`src/design/ldsolv_pkg.sv`:
```
`timescale 1ns / 1ps
// ----------------------------------------------------------------------------
// ldsolv_pkg
// Shared widths, result codes and divider handshake types for the linear
// Diophantine equation solver.
// ----------------------------------------------------------------------------
package ldsolv_pkg;

  // Width of the operands actually used from each input field.
  localparam int DATA_WIDTH = 32;
  // Bezout coefficient width, with headroom for intermediate values.
  localparam int COEF_W     = DATA_WIDTH + 2;
  localparam int CNT_W      = $clog2(DATA_WIDTH);

  localparam logic [1:0] STATUS_OK     = 2'd0;
  localparam logic [1:0] STATUS_NO_SOL = 2'd1;
  localparam logic [1:0] STATUS_ZERO   = 2'd2;

  typedef struct packed {
    logic                  start;
    logic [DATA_WIDTH-1:0] dividend;
    logic [DATA_WIDTH-1:0] divisor;
  } div_req_t;

  typedef struct packed {
    logic                  done;
    logic [DATA_WIDTH-1:0] quo;
    logic [DATA_WIDTH-1:0] rem;
  } div_resp_t;

endpackage

```
`src/design/ldsolv_if.sv`:
```
`timescale 1ns / 1ps
// ----------------------------------------------------------------------------
// ldsolv channel interfaces
// Valid/ready channels for the equation transaction and the result
// transaction.
// ----------------------------------------------------------------------------
interface ldsolv_in_if;
  logic               valid;
  logic               ready;
  logic signed [31:0] coef_a;
  logic signed [31:0] coef_b;
  logic signed [31:0] rhs_c;

  modport source (output valid, coef_a, coef_b, rhs_c, input ready);
  modport sink   (input valid, coef_a, coef_b, rhs_c, output ready);
endinterface

interface ldsolv_out_if;
  logic               valid;
  logic               ready;
  logic        [31:0] gcd_value;
  logic signed [63:0] sol_x;
  logic signed [63:0] sol_y;
  logic signed [31:0] step_x;
  logic signed [31:0] step_y;
  logic        [1:0]  status;

  modport source (output valid, gcd_value, sol_x, sol_y, step_x, step_y, status,
                  input ready);
  modport sink   (input valid, gcd_value, sol_x, sol_y, step_x, step_y, status,
                  output ready);
endinterface

```
`src/design/linear_diophantine_solver.sv`:
```
`timescale 1ns / 1ps
// Sequence: each Euclid step is an issue state, a wait on the serial divider
// and three multiply and update states; at most about 46 steps, then up to
// three final divisions and three multiply states. Throughput: one
// transaction at a time; the shared divider sets the pace. Reset (synchronous,
// active low) returns the sequencer to idle and drops the output valid.
// ----------------------------------------------------------------------------
// linear_diophantine_solver
// Solves a*x + b*y = c with the extended Euclidean algorithm on a shared
// serial divider and one multiplier.
// ----------------------------------------------------------------------------
module linear_diophantine_solver
  import ldsolv_pkg::*;
(
  input  logic         clk,
  input  logic         rst_n,
  ldsolv_in_if.sink    in_ch,
  ldsolv_out_if.source out_ch
);

  localparam int DW = DATA_WIDTH;
  localparam int SW = DATA_WIDTH + 1;

  localparam logic [3:0] ST_IDLE = 4'd0;
  localparam logic [3:0] ST_EUCL = 4'd1;
  localparam logic [3:0] ST_DIVW = 4'd2;
  localparam logic [3:0] ST_M1   = 4'd3;
  localparam logic [3:0] ST_M2   = 4'd4;
  localparam logic [3:0] ST_M3   = 4'd5;
  localparam logic [3:0] ST_FIN  = 4'd6;
  localparam logic [3:0] ST_FDC  = 4'd7;
  localparam logic [3:0] ST_FDB  = 4'd8;
  localparam logic [3:0] ST_FDA  = 4'd9;
  localparam logic [3:0] ST_MX   = 4'd10;
  localparam logic [3:0] ST_MY   = 4'd11;
  localparam logic [3:0] ST_MW   = 4'd12;
  localparam logic [3:0] ST_DONE = 4'd13;

  logic [3:0]               state_r, state_nxt;
  logic signed [SW-1:0]     a_r, a_nxt, b_r, b_nxt, c_r, c_nxt;
  logic [DW-1:0]            ra_r, ra_nxt, rb_r, rb_nxt, quo_r, quo_nxt;
  logic signed [COEF_W-1:0] p_r, p_nxt, pn_r, pn_nxt, qc_r, qc_nxt, qn_r, qn_nxt;
  logic signed [SW-1:0]     k_r, k_nxt, sx_r, sx_nxt, sy_r, sy_nxt;
  logic signed [2*COEF_W-1:0] prod_r, prod_nxt, x_r, x_nxt;
  logic [1:0]               stat_r, stat_nxt;

  logic                     ov_r, ov_nxt;
  logic [31:0]              o_gcd_r, o_gcd_nxt;
  logic signed [63:0]       o_x_r, o_x_nxt, o_y_r, o_y_nxt;
  logic signed [31:0]       o_sx_r, o_sx_nxt, o_sy_r, o_sy_nxt;
  logic [1:0]               o_st_r, o_st_nxt;

  logic signed [COEF_W-1:0] mul_a, mul_b;
  logic signed [SW-1:0]     in_a, in_b, in_c;
  logic signed [COEF_W-1:0] quo_s;
  div_req_t                 dreq;
  div_resp_t                dresp;

  function automatic logic [DW-1:0] mag(input logic signed [SW-1:0] v);
    logic signed [SW-1:0] n;
    n = -v;
    return v[SW-1] ? n[DW-1:0] : v[DW-1:0];
  endfunction

  function automatic logic signed [SW-1:0] apply_sign(input logic neg,
                                                       input logic [DW-1:0] m);
    logic signed [SW-1:0] e;
    e = $signed({1'b0, m});
    return neg ? -e : e;
  endfunction

  ldsolv_div u_div (
    .clk  (clk),
    .rst_n(rst_n),
    .req  (dreq),
    .resp (dresp)
  );

  assign in_a  = $signed(in_ch.coef_a[DW-1:0]);
  assign in_b  = $signed(in_ch.coef_b[DW-1:0]);
  assign in_c  = $signed(in_ch.rhs_c[DW-1:0]);
  assign quo_s = $signed({2'b00, quo_r});

  assign in_ch.ready = (state_r == ST_IDLE);

  // Operand selection for the single shared multiplier. The y product is kept
  // in the product register until the result is loaded.
  always_comb begin
    mul_a = p_r;
    mul_b = COEF_W'(k_r);
    unique case (state_r) inside
      ST_M1: begin
        mul_a = quo_s;
        mul_b = pn_r;
      end
      ST_M2: begin
        mul_a = quo_s;
        mul_b = qn_r;
      end
      ST_MY, ST_MW, ST_DONE: begin
        mul_a = qc_r;
        mul_b = COEF_W'(k_r);
      end
      default: begin
        mul_a = p_r;
        mul_b = COEF_W'(k_r);
      end
    endcase
  end

  always_comb begin
    state_nxt = state_r;
    a_nxt = a_r;  b_nxt = b_r;  c_nxt = c_r;
    ra_nxt = ra_r;  rb_nxt = rb_r;  quo_nxt = quo_r;
    p_nxt = p_r;  pn_nxt = pn_r;  qc_nxt = qc_r;  qn_nxt = qn_r;
    k_nxt = k_r;  sx_nxt = sx_r;  sy_nxt = sy_r;
    x_nxt = x_r;  stat_nxt = stat_r;
    prod_nxt = mul_a * mul_b;
    dreq.start    = 1'b0;
    dreq.dividend = ra_r;
    dreq.divisor  = rb_r;
    ov_nxt   = ov_r;
    o_gcd_nxt = o_gcd_r;  o_x_nxt = o_x_r;  o_y_nxt = o_y_r;
    o_sx_nxt = o_sx_r;  o_sy_nxt = o_sy_r;  o_st_nxt = o_st_r;
    if (ov_r && out_ch.ready) begin
      ov_nxt = 1'b0;
    end
    unique case (state_r)
      ST_IDLE: begin
        if (in_ch.valid) begin
          a_nxt = in_a;  b_nxt = in_b;  c_nxt = in_c;
          ra_nxt = mag(in_a);  rb_nxt = mag(in_b);
          p_nxt = COEF_W'(1);  pn_nxt = '0;  qc_nxt = '0;  qn_nxt = COEF_W'(1);
          k_nxt = '0;  sx_nxt = '0;  sy_nxt = '0;  x_nxt = '0;  prod_nxt = '0;
          if (in_a == '0 && in_b == '0) begin
            stat_nxt  = STATUS_ZERO;
            ra_nxt    = '0;
            state_nxt = ST_DONE;
          end else begin
            stat_nxt  = STATUS_OK;
            state_nxt = ST_EUCL;
          end
        end
      end
      ST_EUCL: begin
        if (rb_r == '0) begin
          state_nxt = ST_FIN;
        end else begin
          dreq.start = 1'b1;
          state_nxt  = ST_DIVW;
        end
      end
      ST_DIVW: begin
        if (dresp.done) begin
          quo_nxt   = dresp.quo;
          ra_nxt    = rb_r;
          rb_nxt    = dresp.rem;
          state_nxt = ST_M1;
        end
      end
      ST_M1: begin
        state_nxt = ST_M2;
      end
      ST_M2: begin
        pn_nxt    = p_r - COEF_W'(prod_r);
        p_nxt     = pn_r;
        state_nxt = ST_M3;
      end
      ST_M3: begin
        qn_nxt    = qc_r - COEF_W'(prod_r);
        qc_nxt    = qn_r;
        state_nxt = ST_EUCL;
      end
      ST_FIN: begin
        if (a_r[SW-1]) p_nxt = -p_r;
        if (b_r[SW-1]) qc_nxt = -qc_r;
        dreq.start    = 1'b1;
        dreq.dividend = mag(c_r);
        dreq.divisor  = ra_r;
        state_nxt     = ST_FDC;
      end
      ST_FDC: begin
        if (dresp.done) begin
          if (dresp.rem != '0) begin
            stat_nxt  = STATUS_NO_SOL;
            state_nxt = ST_DONE;
          end else begin
            k_nxt         = apply_sign(c_r[SW-1], dresp.quo);
            dreq.start    = 1'b1;
            dreq.dividend = mag(b_r);
            dreq.divisor  = ra_r;
            state_nxt     = ST_FDB;
          end
        end
      end
      ST_FDB: begin
        if (dresp.done) begin
          sx_nxt        = apply_sign(b_r[SW-1], dresp.quo);
          dreq.start    = 1'b1;
          dreq.dividend = mag(a_r);
          dreq.divisor  = ra_r;
          state_nxt     = ST_FDA;
        end
      end
      ST_FDA: begin
        if (dresp.done) begin
          sy_nxt    = apply_sign(a_r[SW-1], dresp.quo);
          state_nxt = ST_MX;
        end
      end
      ST_MX: begin
        state_nxt = ST_MY;
      end
      ST_MY: begin
        x_nxt     = prod_r;
        state_nxt = ST_MW;
      end
      ST_MW: begin
        state_nxt = ST_DONE;
      end
      ST_DONE: begin
        // Load the output register once the previous result has been taken.
        if (!ov_r || out_ch.ready) begin
          ov_nxt    = 1'b1;
          o_gcd_nxt = 32'(ra_r);
          o_st_nxt  = stat_r;
          if (stat_r == STATUS_OK) begin
            o_x_nxt  = 64'(x_r);
            o_y_nxt  = 64'(prod_r);
            o_sx_nxt = 32'(sx_r);
            o_sy_nxt = 32'(sy_r);
          end else begin
            o_x_nxt  = '0;
            o_y_nxt  = '0;
            o_sx_nxt = '0;
            o_sy_nxt = '0;
          end
          state_nxt = ST_IDLE;
        end
      end
      default: begin
        state_nxt = ST_IDLE;
      end
    endcase
  end

  always_ff @(posedge clk) begin
    if (!rst_n) begin
      state_r <= ST_IDLE;
      ov_r    <= 1'b0;
    end else begin
      state_r <= state_nxt;
      ov_r    <= ov_nxt;
    end
    a_r <= a_nxt;  b_r <= b_nxt;  c_r <= c_nxt;
    ra_r <= ra_nxt;  rb_r <= rb_nxt;  quo_r <= quo_nxt;
    p_r <= p_nxt;  pn_r <= pn_nxt;  qc_r <= qc_nxt;  qn_r <= qn_nxt;
    k_r <= k_nxt;  sx_r <= sx_nxt;  sy_r <= sy_nxt;
    prod_r <= prod_nxt;  x_r <= x_nxt;  stat_r <= stat_nxt;
    o_gcd_r <= o_gcd_nxt;  o_x_r <= o_x_nxt;  o_y_r <= o_y_nxt;
    o_sx_r <= o_sx_nxt;  o_sy_r <= o_sy_nxt;  o_st_r <= o_st_nxt;
  end

  assign out_ch.valid     = ov_r;
  assign out_ch.gcd_value = o_gcd_r;
  assign out_ch.sol_x     = o_x_r;
  assign out_ch.sol_y     = o_y_r;
  assign out_ch.step_x    = o_sx_r;
  assign out_ch.step_y    = o_sy_r;
  assign out_ch.status    = o_st_r;

endmodule

```
`src/design/ldsolv_div.sv`:
```
`timescale 1ns / 1ps
// ----------------------------------------------------------------------------
// ldsolv_div
// Radix-2 restoring unsigned divider, one quotient bit per cycle.
// ----------------------------------------------------------------------------
module ldsolv_div
  import ldsolv_pkg::*;
(
  input  logic      clk,
  input  logic      rst_n,
  input  div_req_t  req,
  output div_resp_t resp
);

  logic                  busy_r, busy_nxt;
  logic                  done_r, done_nxt;
  logic [CNT_W-1:0]      cnt_r, cnt_nxt;
  logic [DATA_WIDTH-1:0] acc_r, acc_nxt;
  logic [DATA_WIDTH-1:0] q_r, q_nxt;
  logic [DATA_WIDTH-1:0] dvs_r, dvs_nxt;
  logic [DATA_WIDTH:0]   shifted;
  logic [DATA_WIDTH:0]   diff;

  assign shifted = {acc_r, q_r[DATA_WIDTH-1]};
  assign diff    = shifted - {1'b0, dvs_r};

  always_comb begin
    busy_nxt = busy_r;
    done_nxt = 1'b0;
    cnt_nxt  = cnt_r;
    acc_nxt  = acc_r;
    q_nxt    = q_r;
    dvs_nxt  = dvs_r;
    if (busy_r) begin
      // A borrow out of the trial subtraction means the quotient bit is zero.
      if (!diff[DATA_WIDTH]) begin
        acc_nxt = diff[DATA_WIDTH-1:0];
      end else begin
        acc_nxt = shifted[DATA_WIDTH-1:0];
      end
      q_nxt   = {q_r[DATA_WIDTH-2:0], ~diff[DATA_WIDTH]};
      cnt_nxt = cnt_r - 1'b1;
      if (cnt_r == '0) begin
        busy_nxt = 1'b0;
        done_nxt = 1'b1;
      end
    end else if (req.start) begin
      busy_nxt = 1'b1;
      cnt_nxt  = CNT_W'(DATA_WIDTH - 1);
      acc_nxt  = '0;
      q_nxt    = req.dividend;
      dvs_nxt  = req.divisor;
    end
  end

  always_ff @(posedge clk) begin
    if (!rst_n) begin
      busy_r <= 1'b0;
      done_r <= 1'b0;
    end else begin
      busy_r <= busy_nxt;
      done_r <= done_nxt;
    end
    cnt_r <= cnt_nxt;
    acc_r <= acc_nxt;
    q_r   <= q_nxt;
    dvs_r <= dvs_nxt;
  end

  assign resp.done = done_r;
  assign resp.quo  = q_r;
  assign resp.rem  = acc_r;

endmodule
```
`src/flat_wrapper.sv`:
```
// flat-port wrapper written by rule: the top's interface ports become plain ports
module linear_diophantine_solver_flat import ldsolv_pkg::*;
  (clk, rst_n, in_ch_valid, in_ch_coef_a, in_ch_coef_b, in_ch_rhs_c, in_ch_ready, out_ch_valid, out_ch_gcd_value, out_ch_sol_x, out_ch_sol_y, out_ch_step_x, out_ch_step_y, out_ch_status, out_ch_ready);
  ldsolv_in_if in_ch_i ();
  ldsolv_out_if out_ch_i ();
  input  logic clk;
  input  logic rst_n;
  input wire logic [$bits(in_ch_i.valid)-1:0] in_ch_valid;
  input wire logic [$bits(in_ch_i.coef_a)-1:0] in_ch_coef_a;
  input wire logic [$bits(in_ch_i.coef_b)-1:0] in_ch_coef_b;
  input wire logic [$bits(in_ch_i.rhs_c)-1:0] in_ch_rhs_c;
  output wire logic [$bits(in_ch_i.ready)-1:0] in_ch_ready;
  output wire logic [$bits(out_ch_i.valid)-1:0] out_ch_valid;
  output wire logic [$bits(out_ch_i.gcd_value)-1:0] out_ch_gcd_value;
  output wire logic [$bits(out_ch_i.sol_x)-1:0] out_ch_sol_x;
  output wire logic [$bits(out_ch_i.sol_y)-1:0] out_ch_sol_y;
  output wire logic [$bits(out_ch_i.step_x)-1:0] out_ch_step_x;
  output wire logic [$bits(out_ch_i.step_y)-1:0] out_ch_step_y;
  output wire logic [$bits(out_ch_i.status)-1:0] out_ch_status;
  input wire logic [$bits(out_ch_i.ready)-1:0] out_ch_ready;
  assign in_ch_i.valid = in_ch_valid;
  assign in_ch_i.coef_a = in_ch_coef_a;
  assign in_ch_i.coef_b = in_ch_coef_b;
  assign in_ch_i.rhs_c = in_ch_rhs_c;
  assign in_ch_ready = in_ch_i.ready;
  assign out_ch_valid = out_ch_i.valid;
  assign out_ch_gcd_value = out_ch_i.gcd_value;
  assign out_ch_sol_x = out_ch_i.sol_x;
  assign out_ch_sol_y = out_ch_i.sol_y;
  assign out_ch_step_x = out_ch_i.step_x;
  assign out_ch_step_y = out_ch_i.step_y;
  assign out_ch_status = out_ch_i.status;
  assign out_ch_i.ready = out_ch_ready;
  linear_diophantine_solver u_core (.clk(clk), .rst_n(rst_n), .in_ch(in_ch_i), .out_ch(out_ch_i));
endmodule
```
`config.mk`:
```
export PLATFORM = sky130hd
export DESIGN_NAME = linear_diophantine_solver_flat
export DESIGN_NICKNAME = d
export VERILOG_FILES = /design/src/design/ldsolv_pkg.sv /design/src/design/ldsolv_if.sv /design/src/design/linear_diophantine_solver.sv /design/src/design/ldsolv_div.sv /design/src/flat_wrapper.sv
export SDC_FILE = /design/constraint.sdc
export NUM_CORES = 2
export LEC_CHECK = 0
export ABC_AREA = 1
export BUFFER_PORTS_ARGS = -buffer_cell sky130_fd_sc_hd__buf_4
export CAP_MARGIN = 15
export CORE_UTILIZATION = 30
export CTS_CLUSTER_DIAMETER = 100
export DETAILED_ROUTE_END_ITERATION = 8
export PLACE_DENSITY = 0.51
export SLEW_MARGIN = 20
export SYNTH_ARGS = -nofsm -noshare
export SYNTH_HDL_FRONTEND = slang
export SYNTH_SLANG_ARGS = --single-unit
export TNS_END_PERCENT = 20
```
`constraint.sdc`:
```
create_clock -name clk -period 28.9 [get_ports clk]
set_clock_uncertainty 0.15 [all_clocks]
set_input_delay 4.335 -clock clk [delete_from_list [all_inputs] [get_ports clk]]
set_output_delay 4.335 -clock clk [all_outputs]
set_load 0.05 [all_outputs]
```
==> results.md <==
* Run status: finished, final reports clean
* Top_reg_cell synth: edfxtp_1
* Synthesized Nets at 11500
* Crit Path Max Fanout at 74
* Hold WC Path Type: reg2reg
* Top post-synthesis cells by count: inv_1, nor2_1, nand2_1, fa_1, edfxtp_1
* Critical setup path kind: reg2reg
* Core occupancy in the finished layout at 33.8%
* Worst Setup Start Kind: register
* Initial core utilization at 30.2%
* Fin. Hold Viols at 0
* Antenna violations before repair at 19
* # Post-CTS Setup Buffers at 0
* DRC violations left at 0
* Async S/R FF share, synth at 0%
* Final Non-Filler Cells at 13900
* First-pass GRT wire length at roughly 510000 µm
* DRT iter0 DRCs at 7179
* Longest Clk Path Bufs at 3
* CTS tree: done
* Global Route Usage Sum at around a quarter
* Largest net degree at the start of global routing at 105
* Syn. warnings at 0
* Unique masters post-synth at 68
* Antenna viol nets, final at 0
* Total grt overflow at 0
* Hold_buf cts at 0
* Final RePlAce weighted congestion at between 0.9 and 1
* Mean post-synth cell area at 8.77 µm²
* Required @ worst endpoint at slightly below 30 ns
* DP Area at 93100 µm²
* Worst-Margin Slew at 1.14 ns
* Die span in y at 539 µm
* Design area at 96500 µm²
* CP Capture Type: register
* Core Rows at just under 200
* DR vias at around 71000
* Register bit total from synthesis at 889
* Max cap viols at 0
* Setup TNS at 0 ns
* Core area at 286000 µm²
* CP dominant cell by count: inv_1
* Dpl cells at 13700
* Final nets at approximately 12000
* Leading area contributor after synthesis: edfxtp_1
* Synth Instances at 9850
* Crit path max-delay cell type: inv_2
* Fmax at 0.0846 GHz
* Die X-Extent at ~540 µm
* Synth top area cells: edfxtp_1, fa_1, inv_1
* Reg clk slew, reported paths at 0.07 ns
* Final worst path period need at ~12 ns
* Post-Syn Area at ~86000 µm²
* FILL cells at between 20000 and 30000
* CTS sink cnt at 889
* Area Growth Syn to Fin at 11.8%
* Vias in the first global route at 73200
* Port bufs at around 330
* Sequential share of the synthesized area at between 30% and 40%
* Worst slew margin at 22.9%
* RSZ-0062 raised after global routing: no
* Wirelength per Cell at 25.8 µm
* CP arrival at 12.30 ns
* Top Ports at 328
* Cts repair resizes at 0
* Cts bufs inserted at 101
* Post-synth EDFFs at 818
* Clock Latency Late Sink at 0.75 ns
* Layout cells sized above 1 at 7.56%
* DIE AREA at 290000 µm²
* Max H-tree Level at 3
* DPL Wire Length at 287000 µm
* Vias per inst at 5.13
* Final critical-path share of the clock period at 40.9%
* Fin. max-slew vios at 0
* CTS Root Cell: clkbuf_16
* Slowest stage delay, CP at 0.94 ns
* Setup Viol. Count Final at 0
* Yosys top cell area share at 28.4%
* Most common cell in the netlist: inv_1
* Pre-Repair DR Iteration Count at 7
* Routed WL at 359000 µm
[cells by family after synthesis]
group,Yosys count,share of synthesized area (%)
AND/OR/NAND/NOR,3441,16.2
flip-flops,889,30.1
AO/OA/AOI/OAI,1393,9.06
buffers and inverters,2476,11.0
XOR/XNOR,150,1.54
adder cells (fa/ha/maj),1501,32.1
[state kept, by name, indices dropped and copies added, names as in the netlist, 33 cells and up]
| name | count |
|---|---|
| u_core.k_r | 33 |
| u_core.out_ch.sol_x | 64 |
| u_core.out_ch.sol_y | 64 |
| u_core.qn_r | 34 |
| u_core.qc_r | 34 |
| u_core.p_r | 34 |
| u_core.x_r | 64 |
| u_core.pn_r | 34 |
| u_core.prod_r | 64 |
[final cells by class]
class	count	area (µm²)	area share (%)
Tap cell	3762	4710	4.88
Clock inverter	57	671	0.695
Multi-Input combinational cell	6485	51100	53.0
Sequential cell	889	26000	26.9
Timing Repair Buffer	446	3390	3.51
Antenna cell	4	10.0	0.0104
Inverter	2123	7970	8.26
Clock buffer	131	2660	2.76
[cell usage in the layout (no fill, tap or decap), types with 9 or more instances in the layout]
master / instances
xnor2_1: 48
inv_2: 37
or2_2: 26
clkbuf_16: 101
xor2_1: 101
a21oi_1: 516
inv_1: 2082
nor2_2: 10
o211ai_1: 39
o21ai_0: 506
a211oi_1: 9
nand2_1: 1417
o21bai_1: 20
a21o_1: 30
clkinv_1: 17
o21a_1: 44
nor2_1: 1458
nand3b_1: 16
nor2_4: 10
nand4_1: 69
dfxtp_1: 70
nor3_1: 84
clkinv_2: 15
fa_1: 1195
nor4_1: 45
edfxtp_1: 818
o22ai_1: 63
a21oi_2: 45
a31oi_1: 30
nand2_2: 13
o21ai_1: 12
ha_1: 306
buf_4: 444
nand3_1: 264
clkbuf_1: 28
[critical path, delay by kind of cell, from the launching register on]
kind                     cells  cell delay [ns]
AND/OR/NAND/NOR             12             2.09
adder cells (fa/ha/maj)      9             4.47
buffers and inverters       13             3.03
flip-flops                   1             0.48
AO/OA/AOI/OAI                5             1.37
[metal layers]
metal / GRT usage [%] / up-vias / share of wire, %
li1: - / 31100 / -
met1: 31.3 / 35900 / 40
met2: 39.8 / 3477 / 46
met3: 3.98 / 723 / 7.7
met4: 11.7 / 18 / 5.7
met5: 0 / - / 0.033
[worst paths after layout]
| path | startpoint | end | slack [ns] | depth (start not counted) |
|---|---|---|---|---|
| max reg2reg | u_core.state_r[3] | u_core.prod_r[41] | 17.08 | 39 |
| max | u_core.state_r[3] | u_core.prod_r[41] | 17.08 | 39 |
| min | u_core.stat_r[0] | u_core.out_ch.status[0] | 0.34 | 0 |
| min reg2reg | u_core.stat_r[0] | u_core.out_ch.status[0] | 0.34 | 0 |
[metrics by stage]
step / hold WS [ns] / worst slack, ns
final: 0.340 / 17.08
after global routing: 0.354 / 16.56
after CTS: 0.338 / 17.30
after detailed placement: 0.309 / 17.33
after global placement: 0.330 / 17.40
after floorplan: 0.267 / 14.23
Power is left out: the tool's default activity adds up to more than one toggle a clock period on the data nets, which glitch-free logic cannot reach.
